### src/hdl/eds_pkg.sv
// shared constants and helpers for the euclidean distance block
// no dependencies
`timescale 1ns / 1ps
`default_nettype none

package eds_pkg;

	localparam int FP_W = 32;

	localparam logic [FP_W-1:0] QNAN_BITS = 32'h7FC0_0000;
	localparam logic [FP_W-1:0] PINF_BITS = 32'h7F80_0000;

	// leading zero count of a 48-bit word, 48 when the word is zero
	function automatic logic [5:0] lzc48(input logic [47:0] w);
		logic [5:0] n;
		n = 6'd48;
		for (int i = 0; i < 48; i++) begin
			if (w[i]) begin
				n = 6'(47 - i);
			end
		end
		return n;
	endfunction

	function automatic logic is_nan(input logic [FP_W-1:0] x);
		return (x[30:23] == 8'hFF) && (x[22:0] != 23'd0);
	endfunction

endpackage

`default_nettype wire

### src/hdl/eds_pair_if.sv
// input channel: one element pair per item
// depends on eds_pkg
`timescale 1ns / 1ps
`default_nettype none

interface eds_pair_if;
	logic                     valid;
	logic                     ready;
	logic [eds_pkg::FP_W-1:0] element_a;
	logic [eds_pkg::FP_W-1:0] element_b;
	logic                     last_element;

	modport source(output valid, output element_a, output element_b, output last_element,
		input ready);
	modport sink(input valid, input element_a, input element_b, input last_element,
		output ready);
endinterface

`default_nettype wire

### src/hdl/eds_dist_if.sv
// output channel: one distance per vector
// depends on eds_pkg
`timescale 1ns / 1ps
`default_nettype none

interface eds_dist_if;
	logic                     valid;
	logic                     ready;
	logic [eds_pkg::FP_W-1:0] distance;

	modport source(output valid, output distance, input ready);
	modport sink(input valid, input distance, output ready);
endinterface

`default_nettype wire

### src/hdl/euclidean_distance_single.sv
// euclidean distance of two single-precision vectors, top level
// depends on eds_pkg, eds_pair_if, eds_dist_if
`timescale 1ns / 1ps
`default_nettype none

// Takes one pair of binary32 elements per item and accumulates (a - b)^2 into a
// running sum, each of subtract, square and add rounded to nearest even in
// element order. On the item flagged last_element it returns the correctly
// rounded square root of the sum as distance and clears the sum. Subtract, square
// and add all go through one shared datapath: an align/add front, a 24x24
// multiplier, a normalizer (leading zero count, then shift) and one rounding/pack
// stage, driven by a small sequencer. An ordinary item is accepted, then passes
// through subtract, square and accumulate; the last item then takes a square
// root, which is a restoring root producing one bit per cycle. pairs.ready is
// high only while the sequencer is idle. The distance sits in an output register,
// so the next vector may start while it waits to be taken. NaNs come out as
// 0x7FC00000, subnormals are fully supported.
module euclidean_distance_single (
	input  wire        clk,
	input  wire        arst_n,
	eds_pair_if.sink   pairs,
	eds_dist_if.source result
);

	// sequencer states
	localparam logic [3:0] S_IDLE    = 4'd0;
	localparam logic [3:0] S_ALIGN   = 4'd1;
	localparam logic [3:0] S_SUM     = 4'd2;
	localparam logic [3:0] S_MUL     = 4'd3;
	localparam logic [3:0] S_NORM1   = 4'd4;
	localparam logic [3:0] S_NORM2   = 4'd5;
	localparam logic [3:0] S_ROUND   = 4'd6;
	localparam logic [3:0] S_SQ_INIT = 4'd7;
	localparam logic [3:0] S_SQ_ITER = 4'd8;
	localparam logic [3:0] S_SQ_DONE = 4'd9;

	// which operation of the item is in the float datapath
	localparam logic [1:0] PH_SUB = 2'd0;
	localparam logic [1:0] PH_MUL = 2'd1;
	localparam logic [1:0] PH_ACC = 2'd2;

	localparam logic [4:0] SQ_LAST = 5'd25;

	logic [3:0]  state_q;
	logic [1:0]  phase_q;
	logic        last_q;
	logic [31:0] sum_q;
	logic [31:0] opx_q, opy_q;

	// float datapath registers
	logic [26:0]        mbig_q, msml_q;
	logic               eff_sub_q, sgn_q, zsgn_q, spec_q, zero_q;
	logic [31:0]        specv_q;
	logic signed [10:0] exp_q;
	logic [47:0]        w_q;
	logic [5:0]         lz_q;
	logic [26:0]        m27_q;

	// square root registers
	logic [31:0]       sqx_q;
	logic [51:0]       rad_q;
	logic [27:0]       rem_q;
	logic [25:0]       root_q;
	logic signed [9:0] k_q;
	logic [4:0]        cnt_q;
	logic              sqspec_q;
	logic [31:0]       sqv_q;

	// output register
	logic        outv_q;
	logic [31:0] dist_q;

	assign pairs.ready     = (state_q == S_IDLE);
	assign result.valid    = outv_q;
	assign result.distance = dist_q;

	// ---------------- align front ----------------
	logic        a_xbig, a_nanx, a_nany, a_infx, a_infy;
	logic [31:0] a_big, a_sml;
	logic [7:0]  a_eb, a_es, a_dd;
	logic [4:0]  a_sh;
	logic [55:0] a_ext;
	logic        a_spec;
	logic [31:0] a_specv;

	always_comb begin
		a_nanx = eds_pkg::is_nan(opx_q);
		a_nany = eds_pkg::is_nan(opy_q);
		a_infx = (opx_q[30:0] == eds_pkg::PINF_BITS[30:0]);
		a_infy = (opy_q[30:0] == eds_pkg::PINF_BITS[30:0]);
		a_xbig = (opx_q[30:0] >= opy_q[30:0]);
		a_big  = a_xbig ? opx_q : opy_q;
		a_sml  = a_xbig ? opy_q : opx_q;
		a_eb   = (a_big[30:23] == 8'd0) ? 8'd1 : a_big[30:23];
		a_es   = (a_sml[30:23] == 8'd0) ? 8'd1 : a_sml[30:23];
		a_dd   = a_eb - a_es;
		a_sh   = (a_dd > 8'd31) ? 5'd31 : a_dd[4:0];
		a_ext  = {a_sml[30:23] != 8'd0, a_sml[22:0], 32'd0} >> a_sh;
		a_spec  = 1'b1;
		a_specv = eds_pkg::QNAN_BITS;
		if (a_nanx || a_nany) begin
			a_specv = eds_pkg::QNAN_BITS;
		end else if (a_infx && a_infy && (opx_q[31] != opy_q[31])) begin
			a_specv = eds_pkg::QNAN_BITS;
		end else if (a_infx) begin
			a_specv = {opx_q[31], eds_pkg::PINF_BITS[30:0]};
		end else if (a_infy) begin
			a_specv = {opy_q[31], eds_pkg::PINF_BITS[30:0]};
		end else begin
			a_spec = 1'b0;
		end
	end

	// ---------------- multiplier front ----------------
	logic        m_nanx, m_nany, m_infx, m_infy, m_zx, m_zy, m_spec;
	logic [31:0] m_specv;
	logic [7:0]  m_ex, m_ey;

	always_comb begin
		m_nanx = eds_pkg::is_nan(opx_q);
		m_nany = eds_pkg::is_nan(opy_q);
		m_infx = (opx_q[30:0] == eds_pkg::PINF_BITS[30:0]);
		m_infy = (opy_q[30:0] == eds_pkg::PINF_BITS[30:0]);
		m_zx   = (opx_q[30:0] == 31'd0);
		m_zy   = (opy_q[30:0] == 31'd0);
		m_ex   = (opx_q[30:23] == 8'd0) ? 8'd1 : opx_q[30:23];
		m_ey   = (opy_q[30:23] == 8'd0) ? 8'd1 : opy_q[30:23];
		m_spec  = 1'b1;
		m_specv = eds_pkg::QNAN_BITS;
		if (m_nanx || m_nany || (m_infx && m_zy) || (m_infy && m_zx)) begin
			m_specv = eds_pkg::QNAN_BITS;
		end else if (m_infx || m_infy) begin
			m_specv = {opx_q[31] ^ opy_q[31], eds_pkg::PINF_BITS[30:0]};
		end else begin
			m_spec = 1'b0;
		end
	end

	// ---------------- adder, normalizer ----------------
	logic [27:0] s_sum;
	logic [47:0] n_ws;

	assign s_sum = eff_sub_q ? ({1'b0, mbig_q} - {1'b0, msml_q})
		: ({1'b0, mbig_q} + {1'b0, msml_q});
	assign n_ws  = w_q << lz_q;

	// ---------------- rounding and packing ----------------
	logic               r_den;
	logic signed [10:0] r_amt11, r_ef;
	logic [4:0]         r_amt;
	logic [53:0]        r_ext;
	logic [26:0]        r_mm;
	logic               r_inc;
	logic [24:0]        r_v;
	logic [31:0]        r_pk, r_out, r_canon;

	always_comb begin
		r_den   = (exp_q <= 11'sd0);
		r_amt11 = 11'sd1 - exp_q;
		r_amt   = 5'd0;
		if (r_den) begin
			r_amt = (r_amt11 > 11'sd27) ? 5'd27 : r_amt11[4:0];
		end
		r_ext = {m27_q, 27'd0} >> r_amt;
		r_mm  = r_ext[53:27] | {26'd0, |r_ext[26:0]};
		r_inc = r_mm[2] & (r_mm[3] | r_mm[1] | r_mm[0]);
		r_v   = {1'b0, r_mm[26:3]} + {24'd0, r_inc};
		r_ef  = exp_q + {10'd0, r_v[24]};
		if (r_den) begin
			// subnormal, a carry into the hidden bit gives the smallest normal
			r_pk = {sgn_q, 7'd0, r_v[23], r_v[22:0]};
		end else if (r_ef >= 11'sd255) begin
			r_pk = {sgn_q, eds_pkg::PINF_BITS[30:0]};
		end else begin
			r_pk = {sgn_q, r_ef[7:0], r_v[24] ? 23'd0 : r_v[22:0]};
		end
		if (spec_q) begin
			r_out = specv_q;
		end else if (zero_q) begin
			r_out = {zsgn_q, 31'd0};
		end else begin
			r_out = r_pk;
		end
		r_canon = eds_pkg::is_nan(r_out) ? eds_pkg::QNAN_BITS : r_out;
	end

	// ---------------- square root setup and step ----------------
	logic              q_spec;
	logic [31:0]       q_specv;
	logic [5:0]        q_lz6;
	logic [4:0]        q_lz;
	logic [23:0]       q_mn;
	logic signed [9:0] q_k;
	logic [24:0]       q_m25;
	logic [29:0]       q_r2, q_t;
	logic              q_ge;

	always_comb begin
		q_spec  = 1'b1;
		q_specv = sqx_q;
		if (eds_pkg::is_nan(sqx_q)) begin
			q_specv = eds_pkg::QNAN_BITS;
		end else if (sqx_q[30:0] == 31'd0) begin
			q_specv = sqx_q;
		end else if (sqx_q[31]) begin
			q_specv = eds_pkg::QNAN_BITS;
		end else if (sqx_q[30:23] == 8'hFF) begin
			q_specv = eds_pkg::PINF_BITS;
		end else begin
			q_spec = 1'b0;
		end
		q_lz6 = eds_pkg::lzc48({1'b0, sqx_q[22:0], 24'd0});
		q_lz  = 5'd0;
		if (sqx_q[30:23] == 8'd0) begin
			q_lz = q_lz6[4:0];
			q_mn = {1'b0, sqx_q[22:0]} << q_lz;
			q_k  = -10'sd149 - signed'({5'd0, q_lz});
		end else begin
			q_mn = {1'b1, sqx_q[22:0]};
			q_k  = signed'({2'd0, sqx_q[30:23]}) - 10'sd150;
		end
		// even exponent so the root exponent halves exactly
		if (q_k[0]) begin
			q_m25 = {q_mn, 1'b0};
			q_k   = q_k - 10'sd1;
		end else begin
			q_m25 = {1'b0, q_mn};
		end
		q_r2 = {rem_q, rad_q[51:50]};
		q_t  = {2'd0, root_q, 2'b01};
		q_ge = (q_r2 >= q_t);
	end

	// ---------------- square root rounding ----------------
	logic              d_sh1, d_up;
	logic [1:0]        d_low, d_half;
	logic [23:0]       d_qq;
	logic [24:0]       d_qr;
	logic signed [9:0] d_ef;
	logic [31:0]       d_out;

	always_comb begin
		d_sh1  = ~root_q[25];
		d_low  = d_sh1 ? {1'b0, root_q[0]} : root_q[1:0];
		d_half = d_sh1 ? 2'd1 : 2'd2;
		d_qq   = d_sh1 ? root_q[24:1] : root_q[25:2];
		d_up   = (d_low > d_half)
			|| ((d_low == d_half) && ((rem_q != 28'd0) || d_qq[0]));
		d_qr   = {1'b0, d_qq} + {24'd0, d_up};
		d_ef   = (k_q >>> 1) + 10'sd137 + (d_sh1 ? 10'sd1 : 10'sd2)
			+ signed'({9'd0, d_qr[24]});
		d_out  = {1'b0, d_ef[7:0], d_qr[24] ? 23'd0 : d_qr[22:0]};
		if (sqspec_q) begin
			d_out = sqv_q;
		end
	end

	// ---------------- sequencer ----------------
	always_ff @(posedge clk or negedge arst_n) begin
		if (!arst_n) begin
			state_q <= S_IDLE;
			phase_q <= PH_SUB;
			sum_q   <= 32'd0;
			outv_q  <= 1'b0;
		end else begin
			// a distance loaded this cycle keeps the valid set
			if (outv_q && result.ready && (state_q != S_SQ_DONE)) begin
				outv_q <= 1'b0;
			end
			case (state_q)
				S_IDLE: begin
					if (pairs.valid) begin
						// a - b as a + (-b)
						opx_q   <= pairs.element_a;
						opy_q   <= {~pairs.element_b[31], pairs.element_b[30:0]};
						last_q  <= pairs.last_element;
						phase_q <= PH_SUB;
						state_q <= S_ALIGN;
					end
				end
				S_ALIGN: begin
					mbig_q    <= {a_big[30:23] != 8'd0, a_big[22:0], 3'd0};
					msml_q    <= a_ext[55:29] | {26'd0, |a_ext[28:0]};
					eff_sub_q <= a_big[31] ^ a_sml[31];
					sgn_q     <= a_big[31];
					zsgn_q    <= opx_q[31] & opy_q[31];
					exp_q     <= signed'({3'd0, a_eb});
					spec_q    <= a_spec;
					specv_q   <= a_specv;
					state_q   <= S_SUM;
				end
				S_SUM: begin
					w_q     <= {s_sum, 20'd0};
					state_q <= S_NORM1;
				end
				S_MUL: begin
					w_q     <= {opx_q[30:23] != 8'd0, opx_q[22:0]}
						* {opy_q[30:23] != 8'd0, opy_q[22:0]};
					exp_q   <= signed'({3'd0, m_ex}) + signed'({3'd0, m_ey}) - 11'sd127;
					sgn_q   <= opx_q[31] ^ opy_q[31];
					zsgn_q  <= opx_q[31] ^ opy_q[31];
					spec_q  <= m_spec;
					specv_q <= m_specv;
					state_q <= S_NORM1;
				end
				S_NORM1: begin
					lz_q    <= eds_pkg::lzc48(w_q);
					zero_q  <= (w_q == 48'd0);
					state_q <= S_NORM2;
				end
				S_NORM2: begin
					// leading one lands on bit 26 of the rounding word
					m27_q   <= n_ws[47:21] | {26'd0, |n_ws[20:0]};
					exp_q   <= exp_q + 11'sd1 - signed'({5'd0, lz_q});
					state_q <= S_ROUND;
				end
				S_ROUND: begin
					case (phase_q)
						PH_SUB: begin
							opx_q   <= r_out;
							opy_q   <= r_out;
							phase_q <= PH_MUL;
							state_q <= S_MUL;
						end
						PH_MUL: begin
							opx_q   <= sum_q;
							opy_q   <= r_out;
							phase_q <= PH_ACC;
							state_q <= S_ALIGN;
						end
						default: begin
							if (last_q) begin
								sqx_q   <= r_canon;
								sum_q   <= 32'd0;
								state_q <= S_SQ_INIT;
							end else begin
								sum_q   <= r_canon;
								state_q <= S_IDLE;
							end
						end
					endcase
				end
				S_SQ_INIT: begin
					sqspec_q <= q_spec;
					sqv_q    <= q_specv;
					rad_q    <= {1'b0, q_m25, 26'd0};
					k_q      <= q_k;
					rem_q    <= 28'd0;
					root_q   <= 26'd0;
					cnt_q    <= 5'd0;
					state_q  <= S_SQ_ITER;
				end
				S_SQ_ITER: begin
					// one root bit per cycle
					rad_q  <= {rad_q[49:0], 2'd0};
					rem_q  <= q_ge ? 28'(q_r2 - q_t) : q_r2[27:0];
					root_q <= {root_q[24:0], q_ge};
					cnt_q  <= cnt_q + 5'd1;
					if (cnt_q == SQ_LAST) begin
						state_q <= S_SQ_DONE;
					end
				end
				S_SQ_DONE: begin
					if (!outv_q || result.ready) begin
						dist_q  <= d_out;
						outv_q  <= 1'b1;
						state_q <= S_IDLE;
					end
				end
				default: begin
					state_q <= S_IDLE;
				end
			endcase
		end
	end

endmodule

`default_nettype wire

### src/flat_wrapper.sv
// flat-port wrapper written by rule: the top's interface ports become plain ports
module euclidean_distance_single_flat 
  (clk, arst_n, pairs_valid, pairs_element_a, pairs_element_b, pairs_last_element, pairs_ready, result_valid, result_distance, result_ready);
  eds_pair_if pairs_i ();
  eds_dist_if result_i ();
  input  wire clk;
  input  wire arst_n;
  input wire logic [$bits(pairs_i.valid)-1:0] pairs_valid;
  input wire logic [$bits(pairs_i.element_a)-1:0] pairs_element_a;
  input wire logic [$bits(pairs_i.element_b)-1:0] pairs_element_b;
  input wire logic [$bits(pairs_i.last_element)-1:0] pairs_last_element;
  output wire logic [$bits(pairs_i.ready)-1:0] pairs_ready;
  output wire logic [$bits(result_i.valid)-1:0] result_valid;
  output wire logic [$bits(result_i.distance)-1:0] result_distance;
  input wire logic [$bits(result_i.ready)-1:0] result_ready;
  assign pairs_i.valid = pairs_valid;
  assign pairs_i.element_a = pairs_element_a;
  assign pairs_i.element_b = pairs_element_b;
  assign pairs_i.last_element = pairs_last_element;
  assign pairs_ready = pairs_i.ready;
  assign result_valid = result_i.valid;
  assign result_distance = result_i.distance;
  assign result_i.ready = result_ready;
  euclidean_distance_single u_core (.clk(clk), .arst_n(arst_n), .pairs(pairs_i), .result(result_i));
endmodule
### config.mk
export PLATFORM = sky130hd
export DESIGN_NAME = euclidean_distance_single_flat
export DESIGN_NICKNAME = d
export VERILOG_FILES = /design/src/hdl/eds_pkg.sv /design/src/hdl/eds_pair_if.sv /design/src/hdl/eds_dist_if.sv /design/src/hdl/euclidean_distance_single.sv /design/src/flat_wrapper.sv
export SDC_FILE = /design/constraint.sdc
export NUM_CORES = 2
export LEC_CHECK = 0
export BUFFER_PORTS_ARGS = -buffer_cell sky130_fd_sc_hd__buf_4
export CAP_MARGIN = 5
export CORE_ASPECT_RATIO = 1.4
export CORE_MARGIN = 2
export CORE_UTILIZATION = 60
export CTS_CLUSTER_DIAMETER = 60
export DETAILED_ROUTE_END_ITERATION = 16
export PLACE_DENSITY = 0.75
export REMOVE_ABC_BUFFERS = 1
export SYNTH_ARGS = -nofsm -noshare
export SYNTH_HDL_FRONTEND = slang
export SYNTH_SLANG_ARGS = --single-unit
export TNS_END_PERCENT = 50
### constraint.sdc
create_clock -name clk -period 10.3 [get_ports clk]
set_input_delay 2.06 -clock clk [delete_from_list [all_inputs] [get_ports clk]]
set_output_delay 2.06 -clock clk [all_outputs]
set_load 0.005 [all_outputs]
# Word level (Yosys, flattened, before mapping)

Index checks and enable logic that the tools add are counted.

$add $sub $neg: 19
$mul: 1
Divide/modulo/power cells: 0
Magnitude comparators: 7
Equality and inequality tests: 25
Shift operators: 4
Muxes and demuxes: 142
Bitwise operators: 11
Reductions and logical operators: 71

Operators by type and width:

| operator                                       | number |
|---|---|
| 32-bit two-way mux                             | 17 |
| 5-bit two-way mux                              | 57 |
| 32-bit case mux with 2 select lines            | 4 |
| 31-bit two-way mux                             | 4 |
| 52-bit case mux with 2 select lines            | 1 |
| 48-bit case mux with 2 select lines            | 1 |
| 31-bit logical NOT                             | 3 |
| 23-bit nonzero test                            | 4 |
| 27-bit by 1-bit OR with 27-bit output          | 3 |
| 31-bit equality test, second input constant    | 2 |
| 28-bit two-way mux                             | 2 |
| 28-bit case mux with 2 select lines            | 1 |
| 56-bit by 5-bit right shift with 56-bit output | 1 |
| 54-bit by 5-bit right shift with 54-bit output | 1 |
| 26-bit case mux with 2 select lines            | 1 |
| 24-bit by 1-bit adder with 25-bit output       | 2 |
| 48-bit logical NOT                             | 1 |
| 24-bit by 24-bit multiplier with 48-bit output | 1 |
| 24-bit two-way mux                             | 2 |
| 48-bit by 6-bit << shifter with 48-bit output  | 1 |
| 23-bit two-way mux                             | 2 |
| 4-bit two-way mux                              | 11 |
| 8-bit logical NOT                              | 5 |
| 4-bit case mux with 9 select lines             | 1 |
| 74 further kinds                               | 152 |

Register bits after elaboration: 500
Latch bits: 0
RAM bits: 0
Bits in read-only memories: 0
Output and inout port bits: 34
Logic and storage cells: 314
Memories kept: 0

# Depth between registers and ports, before layout

Depth after elaboration: 47
Depth in mapped cells: 38
Depth with buffers taken out: 32

# Worst setup path after synthesis

No wires, ideal clock.

Kind: reg2reg
From: register u_core.opy_q[9]
To: register u_core.msml_q[0], data pin
Arrival time: 7.651 ns
Data required time: 10.039 ns
Path slack: 2.388 ns
Cell stages (with the launch flop): 32
Buffers on the path: 7
Clock period less this slack: 7.912 ns
Cell sequence: edfxtp_1 -> clkbuf_1 -> inv_1 -> ha_1 -> nor2b_1 -> o21ai_0 -> o211ai_1 -> a2111oi_0 -> a221oi_1 -> nor2_1 -> clkbuf_1 -> clkbuf_1 -> buf_1 -> clkbuf_1 -> a21oi_1 -> ha_1 -> nor2b_1 -> o21a_1 -> o21a_1 -> or4b_2 -> and4b_1 -> clkbuf_1 -> nand2_1 -> clkbuf_1 -> mux2_2 -> o211ai_1 -> nand3_1 -> o211ai_1 -> o21ai_0 -> nor4_1 -> nand4_1 -> a221o_1

Word-level cells in the longest chain between the ends: 10
Elaborated cells between the ends (all ways): 14
Classes of those cells: 1 x add/sub; 2 x order compare; 1 x shift; 5 x mux; 1 x bitwise; 4 x reduce/logical

RTL lines:

| element                                                  | RTL line                                                         | RTL |
|---|---|---|
| start: declaration                                       | euclidean_distance_single.sv:48                                  | `logic [31:0] opx_q, opy_q;` |
| start signal: assignment                                 | euclidean_distance_single.sv:275                                 | `opy_q <= {~pairs.element_b[31], pairs.element_b[30:0]};` |
| start signal: assignment                                 | euclidean_distance_single.sv:321                                 | `opy_q <= r_out;` |
| start signal: assignment                                 | euclidean_distance_single.sv:327                                 | `opy_q <= r_out;` |
| 31-bit >= comparator                                     | euclidean_distance_single.sv:91                                  | `a_xbig = (opx_q[30:0] >= opy_q[30:0]);` |
| 32-bit two-way mux, on equally long branches             | euclidean_distance_single.sv:92, euclidean_distance_single.sv:93 |  |
| 8-bit logical NOT, on equally long branches              | euclidean_distance_single.sv:94, euclidean_distance_single.sv:95 |  |
| 8-bit two-way mux, on equally long branches              | euclidean_distance_single.sv:94, euclidean_distance_single.sv:95 |  |
| 8-bit subtractor                                         | euclidean_distance_single.sv:96                                  | `a_dd = a_eb - a_es;` |
| 8-bit by 5-bit greater-than comparator with 1-bit output | euclidean_distance_single.sv:97                                  | `a_sh = (a_dd > 8'd31) ? 5'd31 : a_dd[4:0];` |
| 5-bit two-way mux                                        | euclidean_distance_single.sv:97                                  |  |
| 56-bit by 5-bit right shift with 56-bit output (*)       | euclidean_distance_single.sv:98                                  | `a_ext = {a_sml[30:23] != 8'd0, a_sml[22:0], 32'd0} >> a_sh;` |
| 29-bit OR reduction                                      | euclidean_distance_single.sv:283                                 | `msml_q <= a_ext[55:29] \| {26'd0, \|a_ext[28:0]};` |
| 27-bit by 1-bit OR with 27-bit output (*)                | euclidean_distance_single.sv:283                                 |  |
| end signal: assignment                                   | euclidean_distance_single.sv:283                                 |  |
| end: declaration                                         | euclidean_distance_single.sv:51                                  | `logic [26:0] mbig_q, msml_q;` |

Mark *: on every way between the ends. The rest lies on a longest branch, timed or not.
A chain may end at the register's enable or synchronous reset.

# Worst setup path in the final report

From: register u_core.opx_q[24]
To: register u_core.w_q[47], data pin

Word-level cells in the longest chain between the ends: 3

RTL lines:

| element                                        | RTL line                         | RTL |
|---|---|---|
| start: declaration                             | euclidean_distance_single.sv:48  |  |
| start signal: assignment                       | euclidean_distance_single.sv:274 | `opx_q <= pairs.element_a;` |
| start signal: assignment                       | euclidean_distance_single.sv:320 | `opx_q <= r_out;` |
| start signal: assignment                       | euclidean_distance_single.sv:326 | `opx_q <= sum_q;` |
| 8-bit nonzero test                             | euclidean_distance_single.sv:297 | `w_q <= {opx_q[30:23] != 8'd0, opx_q[22:0]}` |
| 24-bit by 24-bit multiplier with 48-bit output | euclidean_distance_single.sv:298 | `* {opy_q[30:23] != 8'd0, opy_q[22:0]};` |
| 48-bit case mux with 2 select lines            | euclidean_distance_single.sv:270 | `case (state_q)` |
| end signal: assignment                         | euclidean_distance_single.sv:293 | `w_q <= {s_sum, 20'd0};` |
| end signal: assignment                         | euclidean_distance_single.sv:297 |  |
| end: declaration                               | euclidean_distance_single.sv:55  | `logic [47:0] w_q;` |

Every way passes these cells.

==> summary.txt <==
Routing
  – DR iter-0 viols: just under 5000
  – Vias per cell: 6.42
  – Wire length after detailed routing: between 150000 and 200000 um
  – Antenna-violating nets left: 0
  – WL/cell: between 20 and 30 um
  – Number of vias after detailed routing: between 40000 and 50000
  – Detailed-router iteration count before antenna repair: 6
  – Count of unresolved DRC violations after routing: 0

Setup path
  – Slowest cell on crit path: nand2_1
  – Data required time at the worst endpoint: around 11 ns
  – Critical Path Source Type: register
  – Path depth of the worst reg2reg path: 28
  – Critical R2R Launch: u_core.opx_q[24]
  – Type of the worst setup path: reg2reg
  – Worst path max stage delay: between 0.6 and 0.7 ns
  – Maximum fanout along the worst path: 16
  – Reg-to-reg critical path endpoint: u_core.w_q[47]
  – Setup slack of the worst register-to-register path: 1.35 ns
  – Critical path data arrival time: a little over 9 ns
  – Capturing element type of the critical path: register
  – Cell occurring most often along the worst timing path: fa_1

Timing
  – Endpoints failing setup: 0
  – Part of the cycle the worst path needs: just under 90%
  – Final count of pins violating max slew: 0
  – Unrepaired setup endpoints after global routing: no
  – Final setup TNS: 0 ns
  – Minimum period implied by the final worst setup slack: between 8 and 9 ns
  – Highest Clock Rate: 0.112 GHz
  – Hold violation total from the final report: 0
  – Setup clock skew after layout: between 0.06 and 0.07 ns
  – Post-route worst hold slack: around 0.48 ns
  – Slew at the pin closest to its max-slew limit: 1.18 ns
  – Worst setup slack after layout: between 1 and 1.5 ns
  – Worst relative slew slack: about a fifth

Placed design
  – Final HPWL DP: between 100000 and 150000 um
  – Port Buffer Count: between 100 and 150
  – Post-placement setup slack: 1.55 ns
  – Weighted congestion at the end of routability-driven global placement: around 1.0

Min path
  – Worst Hold Path EP: u_core.sum_q[20]
  – Startpoint of the most critical hold path: u_core.sum_q[20]
  – HP Class: reg2reg
  – Hold depth: 2

Synthesis
  – Count of flip-flops with a built-in enable after synthesis: 405
  – Post-synthesis area per instance: between 8 and 9 um2
  – Fraction of synthesized cell area taken by the top area cell type: between 20 and 25%
  – Compound-gate portion of the synthesized area: 13.8%
  – Xor/xnor share of the synthesized area: approximately 3.0%
  – Post-synthesis adder-cell area fraction: between 20% and 30%
  – Synth async-reset ratio: under 10%
  – Share of cell area taken by muxes after synthesis: under 10%
  – Gate Count Post-Synth: ~6000
  – Sequential fraction of the synthesis area: between 20% and 30%
  – Flip-flop and latch count after synthesis: between 400 and 500
  – Yosys Warn Count: 0
  – Distinct cell type count after synthesis: between 100 and 150
  – Post-Syn Area: between 0.05 and 0.06 mm2
  – Main combinational cell family by area after synthesis: adder cells
  – Basic-gate share of the synthesized area counting and, or, nand and nor cells: around 17%
  – Biggest area consumer among synthesized cells: edfxtp_1
  – Largest cells by area after synthesis: edfxtp_1 (23%), fa_1 (18%), ha_1 (8.6%)
  – Primary flip-flop cell chosen by synthesis mapping: edfxtp_1

Status
  – Outcome: complete, no violations

Flow run
  – Max-capacitance violation count: 0

Cells and area
  – Area of the multi-input gates: 0.0356 mm2
  – Share of layout cells above drive strength 1: around 9.0%
  – Area growth from synthesis to layout: 7.93%
  – Utilization after layout: between 60% and 70%
  – Commonest non-fill, non-tap cells in the layout: nand2_1 (816), inv_1 (715), fa_1 (487), nor2_1 (471), edfxtp_1 (405)
  – FF+latch area: approximately 0.013 mm2
  – Filler cell count in the final layout: 7456
  – Most frequent standard cell in the layout excluding fill and tap cells: nand2_1
  – Number of nets in the layout: just under 7000

Global routing
  – Met2 routing resource usage after global routing: between 70 and 80%
  – Met1 Resource Use GR: between 40% and 50%
  – Maximum number of pins on one net before global-route repair: 79
  – GRT met3 Usage: 8.81%
  – Wire length of the first global-routing pass: roughly 280000 um
  – Vias in the first global route: between 40000 and 50000
  – Global-route congestion overflow total: 0
  – Most used routing layer in global routing: met2
  – GR Util All Layers: a little over two fifths
  – Antenna violations before repair: 29

Floorplanning
  – X dimension of the die: 255 um
  – Boundary Pins: slightly above 100
  – Die height: 355 um
  – Core region area: just under 0.09 mm2
  – Starting density of the core: 60.6%
  – Full die area: 0.0903 mm2
  – Number of placement rows: 128

CTS
  – Clock Path Buffers: 3
  – Setup Fix Bufs, Post-CTS: 0
  – Hold Buf Count CTS: 0
  – H-tree levels: 2
  – Number of CTS-inserted buffers: 50
  – Cell chosen for the clock root: clkbuf_16
  – Sinks on the clock net: 444
  – TritonCTS clock tree: yes
  – Post-cts repair resize count: 0
  – Clock slew seen by the registers of the worst setup and hold paths: approximately 0.07 ns
  – Worst-Skew Late Latency: ~0.7 ns
==> flip-flops by register name (all words and copies together), names as in the netlist, 26 cells and up <==
signal and cells:
u_core.m27_q 27, u_core.msml_q 27, u_core.w_q 48, u_core.rad_q 26, u_core.opx_q 32, u_core.result.distance 32
u_core.sqv_q 32, u_core.rem_q 28, u_core.root_q 26, u_core.sum_q 32, u_core.sqx_q 32, u_core.opy_q 32
==> metal layers <==
| metal | share of wire, % | vias to the layer above |
|---|---|---|
| met2 | 47 | 2478 |
| met4 | 10 | 18 |
| met5 | 0.067 | - |
| met3 | 8.8 | 952 |
| met1 | 33 | 22400 |
| li1 | - | 20300 |
==> synth_stat cells, drive strengths merged (8+ instances only) <==
library cell	number
a2111oi	9
a211o	8
a211oi	50
a21o	65
a21oi	281
a221oi	13
a22o	10
a22oi	21
a31o	10
a31oi	35
and2	150
and3	67
buf	54
clkbuf	302
clkinv	12
dfrtp	39
edfxtp	405
fa	487
ha	363
inv	720
mux2	46
mux2i	184
mux4	37
nand2	817
nand2b	40
nand3	117
nand3b	9
nand4	48
nor2	479
nor2b	43
nor3	103
nor4	60
o211ai	40
o21a	28
o21ai	382
o21bai	36
o221ai	13
o22ai	39
o31ai	41
o41ai	12
or2	18
or3	16
xnor2	114
xor2	65
==> stage by stage <==
stage,instances,cell area [um2]
finish,7189,56900
detailed placement,7081,55100
global placement,7081,55100
global route,7187,56900
CTS,7175,56900
floorplan,5627,51400
==> cell families after synthesis <==
group | count (synthesis)
buf+inv | 1088
simple gates | 1996
flops | 444
fa+ha+maj | 850
compound gates | 1159
mux | 267
xor+xnor | 179
==> cell type report <==
cell class              instances  area share, %
multi-input cells            4451           62.5
repair buffers                284           3.81
well taps                    1170           2.57
inverters                     732           4.83
diodes                         14         0.0615
clock buffers                  56           2.25
clock inverters                38          0.881
flip-flops and latches        444           23.1
==> worst max path at each step <==
stage / start / to / slack [ns] / cells past startpoint
finish: u_core.opx_q[24] / u_core.w_q[47] / 1.35 / 28
global route: u_core.exp_q[1] / u_core.opx_q[19] / 1.00 / 29
CTS: u_core.opx_q[24] / u_core.w_q[47] / 1.51 / 28
detailed placement: u_core.opx_q[24] / u_core.w_q[47] / 1.55 / 28
global placement: u_core.exp_q[1] / u_core.opx_q[19] / 1.61 / 29
floorplan: u_core.opy_q[8] / u_core.msml_q[0] / 0.85 / 25
==> critical path, delay by kind of cell (launching register included) <==
family | cells | cell delay, ns
fa+ha+maj | 8 | 3.54
compound gates | 12 | 2.45
simple gates | 4 | 1.56
flops | 1 | 0.58
buf+inv | 3 | 0.36
xor+xnor | 1 | 0.14
Power is not shown: default switching activity piles up to over one toggle a cycle in this logic, so the estimate is an artifact.
